===== src/hdl/rvm_pkg.sv =====
// Shared constants, codes and controller/datapath interface types for the voice mixer.
`timescale 1ns / 1ps
package rvm_pkg;

    // Clip memory depth in frames; a power of two.
    localparam int CLIP_DEPTH = 65536;
    localparam int AW         = $clog2(CLIP_DEPTH);
    // Width that holds an effective clip length of 1 to CLIP_DEPTH.
    localparam int FW         = $clog2(CLIP_DEPTH + 1);
    // Remainder unit operand width: the integer part of a stepped position is 17 bits.
    localparam int MW         = (FW > 17) ? FW : 17;

    localparam int CFG_IW = 3;
    localparam int CFG_DW = 20;

    localparam logic [CFG_IW-1:0] CFG_CLIP_FRAMES = 3'd0;
    localparam logic [CFG_IW-1:0] CFG_STEREO_CLIP = 3'd1;
    localparam logic [CFG_IW-1:0] CFG_LOOPING     = 3'd2;
    localparam logic [CFG_IW-1:0] CFG_STEP_RATE   = 3'd3;
    localparam logic [CFG_IW-1:0] CFG_GAIN_LEFT   = 3'd4;
    localparam logic [CFG_IW-1:0] CFG_GAIN_RIGHT  = 3'd5;

    localparam logic [16:0] RST_CLIP_FRAMES = 17'd65536;
    localparam logic [19:0] RST_STEP_RATE   = 20'd65536;
    localparam logic [15:0] RST_GAIN        = 16'd32768;

    localparam logic [1:0] MODE_LOAD   = 2'd0;
    localparam logic [1:0] MODE_RENDER = 2'd1;
    localparam logic [1:0] MODE_START  = 2'd2;

    typedef struct packed {
        logic capture;
        logic write_mem;
        logic start_play;
        logic mod_start;
        logic mod_src_np;
        logic read_i0;
        logic read_i1;
        logic mul0;
        logic mul1;
        logic mul2;
        logic round;
        logic commit;
        logic load_out;
    } rvm_cmd_t;

    typedef struct packed {
        logic playing;
        logic mod_busy;
    } rvm_status_t;

endpackage


===== src/hdl/rvm_ctrl.sv =====
// Controller: sequences load, start and render beats and owns both handshakes.
`timescale 1ns / 1ps
module rvm_ctrl (
    input  logic                 clk,
    input  logic                 rst_n,
    input  logic                 in_valid,
    output logic                 in_ready,
    input  logic [1:0]           mode,
    output logic                 out_valid,
    input  logic                 out_ready,
    input  rvm_pkg::rvm_status_t status,
    output rvm_pkg::rvm_cmd_t    cmd
);
    import rvm_pkg::*;

    localparam logic [2:0] S_IDLE  = 3'd0;
    localparam logic [2:0] S_RD0   = 3'd1;
    localparam logic [2:0] S_RD1   = 3'd2;
    localparam logic [2:0] S_MUL0  = 3'd3;
    localparam logic [2:0] S_MUL1  = 3'd4;
    localparam logic [2:0] S_MUL2  = 3'd5;
    localparam logic [2:0] S_WAITP = 3'd6;
    localparam logic [2:0] S_DONE  = 3'd7;

    logic [2:0] state_reg, state_next;
    logic       out_valid_reg, out_valid_next;
    logic       out_free;

    assign in_ready = (state_reg == S_IDLE);
    assign out_free = !out_valid_reg || out_ready;

    always_comb
    begin
        cmd        = '0;
        state_next = state_reg;
        case (state_reg)
            S_IDLE:
            begin
                if (in_valid)
                begin
                    cmd.capture = 1'b1;
                    state_next  = S_DONE;
                    case (mode)
                        MODE_LOAD:   cmd.write_mem  = 1'b1;
                        MODE_START:  cmd.start_play = 1'b1;
                        MODE_RENDER:
                        begin
                            if (status.playing)
                            begin
                                // fold the position into the clip for the first frame index
                                cmd.mod_start = 1'b1;
                                state_next    = S_RD0;
                            end
                        end
                        default:     ;
                    endcase
                end
            end
            S_RD0:
            begin
                if (!status.mod_busy)
                begin
                    cmd.read_i0 = 1'b1;
                    state_next  = S_RD1;
                end
            end
            S_RD1:
            begin
                cmd.read_i1 = 1'b1;
                state_next  = S_MUL0;
            end
            S_MUL0:
            begin
                cmd.mul0       = 1'b1;
                cmd.mod_start  = 1'b1;
                cmd.mod_src_np = 1'b1;
                state_next     = S_MUL1;
            end
            S_MUL1:
            begin
                cmd.mul1   = 1'b1;
                state_next = S_MUL2;
            end
            S_MUL2:
            begin
                cmd.mul2   = 1'b1;
                state_next = S_WAITP;
            end
            S_WAITP:
            begin
                cmd.round = 1'b1;
                if (!status.mod_busy)
                begin
                    cmd.commit = 1'b1;
                    state_next = S_DONE;
                end
            end
            S_DONE:
            begin
                // hold until the output register frees up
                if (out_free)
                begin
                    cmd.load_out = 1'b1;
                    state_next   = S_IDLE;
                end
            end
            default:
            begin
                state_next = S_IDLE;
            end
        endcase
    end

    always_comb
    begin
        out_valid_next = out_valid_reg;
        if (cmd.load_out)
        begin
            out_valid_next = 1'b1;
        end
        else if (out_ready)
        begin
            out_valid_next = 1'b0;
        end
    end

    always_ff @(posedge clk or negedge rst_n)
    begin
        if (!rst_n)
        begin
            state_reg     <= S_IDLE;
            out_valid_reg <= 1'b0;
        end
        else
        begin
            state_reg     <= state_next;
            out_valid_reg <= out_valid_next;
        end
    end

    assign out_valid = out_valid_reg;

endmodule


===== config.mk =====
export PLATFORM = sky130hd
export DESIGN_NAME = rvm_ctrl
export DESIGN_NICKNAME = d
export VERILOG_FILES = /design/src/hdl/rvm_pkg.sv /design/src/hdl/rvm_ctrl.sv
export SDC_FILE = /design/constraint.sdc
export NUM_CORES = 1
export LEC_CHECK = 0
export BUFFER_PORTS_ARGS = -buffer_cell sky130_fd_sc_hd__buf_2
export CORE_AREA = 2 2 39 41
export DETAILED_ROUTE_END_ITERATION = 8
export DIE_AREA = 0 0 41 43
export HOLD_SLACK_MARGIN = 0.03
export PLACE_DENSITY = 0.54
export SYNTH_ARGS = -nofsm -noshare
export SYNTH_HDL_FRONTEND = slang
export SYNTH_SLANG_ARGS = --single-unit

===== constraint.sdc =====
create_clock -name clk -period 1.3 [get_ports clk]
set_input_delay 0.065 -clock clk [delete_from_list [all_inputs] [get_ports clk]]
set_output_delay 0.065 -clock clk [all_outputs]
set_load 0.02 [all_outputs]

==> results.yml, run 1 <==
detailed_routing:
  drt-initial-drc-count: 6
  vias: 463
  postRouteAntennaNets: 0
  post_drt_via_cell_ratio: 4.93
  drc: 0
  first_pass_iters: 4
  drt-total-wl_mm: 1.17
  wl_per_cell_um: 12.5
grt:
  grt_max_degree: 11
  grt_use_total_pct: 14.0
  grt-ovfl-total: 0
  antenna_found_initial: 0
  grt_pass1_wl_mm: 1.65
  grt_pass1_vias: 381
synthesis:
  synthTopCellsByArea: "dfrtp_1, buf_4, nor3b_1"
  synth_nets: 52
  synth.top_cells.by_count: "dfrtp_1, nor3_1"
  synthesis.area_um2: 352
  yosys_register_bits: 4
  synth_edf_count: 0
  syn_inst: 44
  synthArstFlopShare_pct: 100
  syn_area_per_cell_um2: 7.99
  ys.flop_type: "dfrtp_1"
  synth-seq-area-share_pct: 28.5
  synth_area_leader_cell: "dfrtp_1"
  yosysUniqueCellTypes: 22
  synth_top_area_share_pct: 28.5
  yosysWarnings: 0
die:
  die_h_um: 43
  rows: 14
  core_um2: 1380
  initial_core_util_pct: 25.4
  io_pins: 23
  die_x_um: 41
  dieArea_um2: 1760
timing:
  holdWs_ps: 161
  slew_viol_final: 0
  post-route-min-period_ps: 1390
  worstMarginPinSlew_ps: 281
  period_share_pct: 107
  relSlewSlack_pct: 81.1
  fmax_ghz: 0.717
  fin_skew_ps: 9.03
  setup-violations-final: 9
  timing.final.ws_setup_ps: -94.6
  rsz0062_at_grt: "yes"
  finalHoldViolations: 0
flow_run:
  maxCapViolCount: 0
final_layout:
  syn2layout_area_growth_pct: 111
  drive_gt1_share_pct: 73.1
  largest_register_ff_count: 3
  nNetsFinal: 88
  antenna_cells: 0
  n_fill_cell: 130
worst_hold_path:
  hold_class: "primary input to asynchronous set/reset pin"
setup_path:
  arrival_ps: 1330
  r2r-end: "state_reg[2]"
  critPathLaunchType: "register"
  end_kind: "output port"
  critPathKind: "register to output port"
  required_ps: 1240
  r2r.worst_path.cells: 5
  r2r-start: "state_reg[0]"
  rrSetupSlack_ps: 60
  cp_max_fo: 5
clock_tree:
  cts_buffers: 3
  h-tree-depth: 1
  root_buffer: "clkbuf_4"
  clock_path_buffers: 2
  clock_sinks: 4
  clk_latency_ps: 240
  cts.clk_slew.worst_paths_ps: 40
  cts_tree: "built"
placement:
  dp_slack_ps: 76.3
  dp_hpwl_um: 768
  io_buffers: 22
  gp_congestion: 0.732
pwr:
  ir_worst_vdd_mv: 0.862
  leakage_nw: 0.346
  power_density_nw_per_um2: 2480
status:
  status: "finished with violations"
  violations: "setup timing"
## cells in the final DEF (no fill, tap or decap), types with 2 or more instances in the layout
cell | netlist | routed
nand3b_1 | 2 | 2
dfrtp_2 | 0 | 3
clkbuf_4 | 0 | 3
nor3b_4 | 0 | 2
nor3b_2 | 1 | 2
buf_6 | 0 | 9
nand3_1 | 2 | 2
buf_2 | 2 | 11
nor3_2 | 0 | 3
inv_2 | 0 | 2
buf_4 | 3 | 14
nor2_1 | 3 | 2
o21ai_0 | 2 | 2
## area by class of cell
class | instances | area, µm² | area share, %
clock buffers | 3 | 22.5 | 3.04
inverters | 3 | 11.3 | 1.52
multi-input cells | 32 | 292 | 39.4
flip-flops and latches | 4 | 104 | 14.0
well taps | 16 | 20.0 | 2.70
repair buffers | 36 | 292 | 39.4
## worst max-delay path: stages, from the launching register on
cell     delay, ps
dfrtp_2        450
nor3_4         230
nand2_4        100
nor3b_2        160
buf_4          160
## stage by stage
step	utilization [%]	cell area, µm²	cells	setup TNS (ps)	power (W)
finish	53.5	741	94	-418	0.00183
global route	53.5	741	94	-1150	0.00197
CTS	41.3	572	86	-381	0.00141
detailed placement	37.9	524	82	0	0.00122
global placement	37.9	524	82	0	0.00122
floorplan	-	389	44	-14.3	0.000946
## power breakdown
part           switching, W  total (W)  internal (W)
logic              0.000667    0.00138      0.000714
clock network     0.0000522   0.000155      0.000103
registers         0.0000993   0.000297      0.000198
## worst max-delay path by stage
stage,startpoint,endpoint,slack (ps),cells after the start
2_1_floorplan,state_reg[2],cmd[10],-10,3
3_3_place_gp,state_reg[1],cmd[10],90,4
3_5_place_dp,state_reg[2],cmd[10],80,4
4_1_cts,state_reg[2],cmd[10],-110,4
5_1_grt,state_reg[0],cmd[10],-170,4
6_report,state_reg[1],cmd[10],-90,4
## routing by layer
| layer | vias up | GRT usage (%) | part of all wire [%] |
|---|---|---|---|
| met2 | 20 | 21.3 | 52 |
| met4 | 0 | 4.00 | 0 |
| met1 | 213 | 17.1 | 41 |
| li1 | 230 | - | - |
| met5 | - | 0 | 0 |
| met3 | 0 | 6.28 | 7.2 |
## repair_timing
| item | CTS | global route |
|---|---|---|
| pin swaps | 0 | 5 |
| setup buffers | 0 | 7 |
| endpoints found under the setup margin | 11 | 12 |
| gates resized for setup | 8 | 28 |
| cloned | 0 | 1 |
| hold buffers | 1 | 0 |
| endpoints found under the hold margin | 4 | 0 |
## logic make-up (layout without fill, tap and decap cells)
logic type | count (synthesis) | count (layout) | share of synthesized area (%)
muxes | 1 | 1 | 3.20
and+or+nand+nor | 22 | 22 | 36.7
buffers and inverters | 8 | 42 | 12.5
AOI/OAI and AO/OA | 9 | 9 | 19.2
DFF | 4 | 4 | 28.5
No activity file was read; power rests on OpenSTA's default activity.
==> run 2, diff against run 1 <==
--- a/config.mk
+++ b/config.mk
@@ -7,6 +7,7 @@
 export LEC_CHECK = 0
 export BUFFER_PORTS_ARGS = -buffer_cell sky130_fd_sc_hd__buf_2
 export CORE_AREA = 2 2 39 41
+export CTS_BUF_LIST = sky130_fd_sc_hd__clkbuf_16
 export DETAILED_ROUTE_END_ITERATION = 8
 export DIE_AREA = 0 0 41 43
 export HOLD_SLACK_MARGIN = 0.03
==> results.yml, run 2 (same netlist as run 1, synthesis figures left out) <==
status:
  status: "finished with violations"
  violations: "setup timing"
setup_path:
  arrival_ps: 1330
  cp_num_buf_inv: 2
  end_kind: "output port"
  path_cells: "buf_6, nor3b_4, o21bai_4, buf_6"
  slowest_stage: "dfrtp_2"
  cp_max_fo: 9
  cp_common_cell: "buf_6"
  critPathTopFamily: "flip-flops"
  cpPeakStageDelay_ps: 440
  critPathKind: "register to output port"
  critPathLaunchType: "register"
  required_ps: 1240
placement:
  gp_congestion: 0.732
  placed_area_um2: 524
  dp_hpwl_um: 768
  dp_slack_ps: 76.3
  io_buffers: 22
detailed_routing:
  drt-initial-drc-count: 0
  wl_per_cell_um: 12.6
  post_drt_via_cell_ratio: 4.90
  first_pass_iters: 1
  postRouteAntennaNets: 0
  drc: 0
  drt-total-wl_mm: 1.11
  vias: 431
pwr:
  power_density_nw_per_um2: 2680
  p_clk_share_pct: 25.0
  swShare_pct: 40.9
  netSwitchingPower_w: 0.000777
  leakage_nw: 0.330
  pwr-share-comb_pct: 59.3
  ir_worst_vdd_mv: 0.907
  internal_power_w: 0.00112
  pwr-share-seq_pct: 15.7
timing:
  rsz0062_at_grt: "yes"
  post-route-min-period_ps: 1390
  worstMarginPinSlew_ps: 282
  period_share_pct: 107
  setup-violations-final: 4
  finalHoldViolations: 0
  fin_skew_ps: 3.40
  timing.final.ws_setup_ps: -92.2
  relSlewSlack_pct: 81.0
  finalSetupTns_ps: -226
  fmax_ghz: 0.718
  slew_viol_final: 0
die:
  die_x_um: 41
  die_h_um: 43
  initial_core_util_pct: 25.4
  io_pins: 23
  core_um2: 1380
  rows: 14
  dieArea_um2: 1760
final_layout:
  largest_register_ff_count: 3
  layout_common_cells: "buf_2, buf_4, buf_6"
  regArea_um2: 104
  syn2layout_area_growth_pct: 102
  n_fill_cell: 139
  stdcell_area_um2: 709
  nNetsFinal: 82
  antenna_cells: 0
  drive_gt1_share_pct: 68.1
  multi_input_area_um2: 283
worst_hold_path:
  hold_class: "primary input to asynchronous set/reset pin"
grt:
  grt_use_total_pct: 16.2
  grt-ovfl-total: 0
  grt_max_degree: 11
  grt_pass1_wl_mm: 1.75
  antenna_found_initial: 0
  grt_pass1_vias: 404
clock_tree:
  cts_buffers: 3
  clock_path_buffers: 2
  clk_latency_ps: 220
  cts_tree: "built"
  cts.clk_slew.worst_paths_ps: 30
  root_buffer: "clkbuf_16"
  clock_sinks: 4
  h-tree-depth: 1
flow_run:
  maxCapViolCount: 0
## run 2: cell count changes in the layout (fill, tap and decap cells not counted), moves of 2 or more
| cell | before | now |
|---|---|---|
| buf_6 | 9 | 5 |
| clkbuf_16 | 0 | 3 |
| clkbuf_4 | 3 | 0 |
| buf_4 | 14 | 12 |
## run 2: cell type report
cell class,count,area share (%)
repair buffers,30,30.5
multi-input cells,32,39.9
flip-flops and latches,4,14.6
inverters,3,1.59
well taps,16,2.82
clock buffers,3,10.6
## run 2: path summary, 6_finish.rpt
kind | start | endpoint | slack, ps | cells past startpoint
min in group clk | in_valid | state_reg[1] | 190 | 3
min reg2reg | state_reg[1] | state_reg[0] | 700 | 2
max | state_reg[2] | cmd[9] | -90 | 4
min | rst_n | state_reg[0] | 180 | 2
max reg2reg | out_valid | state_reg[0] | 150 | 3
max in group asynchronous | rst_n | state_reg[1] | 990 | 2
## run 2: worst reg2reg max path, delay by kind of cell (launching register included)
family,cells,cell delay [ps]
DFF,1,340
AOI/OAI and AO/OA,2,420
and+or+nand+nor,1,280
## run 2: repair_timing
| item | in CTS | in global routing |
|---|---|---|
| cloned | 0 | 0 |
| setup buffers | 0 | 2 |
| resized for setup | 9 | 18 |
| endpoints found under the setup margin | 10 | 12 |
| pin swaps | 2 | 0 |
| hold buffers | 1 | 0 |
| hold endpoints to repair | 4 | 0 |
## run 2: power by group through the flow
stage / Combinational, W / Clock, W / Sequential, W
2_1_floorplan: 0.000675 / 0 / 0.000271
3_3_place_gp: 0.000947 / 0 / 0.000276
3_5_place_dp: 0.000947 / 0 / 0.000275
4_1_cts: 0.000982 / 0.000482 / 0.000289
5_1_grt: 0.00123 / 0.000497 / 0.000310
6_report: 0.00113 / 0.000475 / 0.000298
## run 2: metal layers
metal | vias to the layer above | global-route usage (%) | wire length, µm
li1 | 217 | - | -
met4 | 0 | 14.0 | 27
met3 | 2 | 6.28 | 78
met1 | 193 | 16.2 | 433
met5 | - | 0 | 0
met2 | 19 | 24.4 | 567
## run 2: through the flow
| stage | total power (W) | hold slack (ps) | cells | utilization [%] |
|---|---|---|---|---|
| 3_5_place_dp | 0.00122 | -126 | 82 | 37.9 |
| 5_1_grt | 0.00204 | 199 | 88 | 51.3 |
| 6_report | 0.00190 | 178 | 88 | 51.3 |
| 2_1_floorplan | 0.000946 | -231 | 44 | - |
| 4_1_cts | 0.00175 | 175 | 86 | 45.5 |
| 3_3_place_gp | 0.00122 | -128 | 82 | 37.9 |
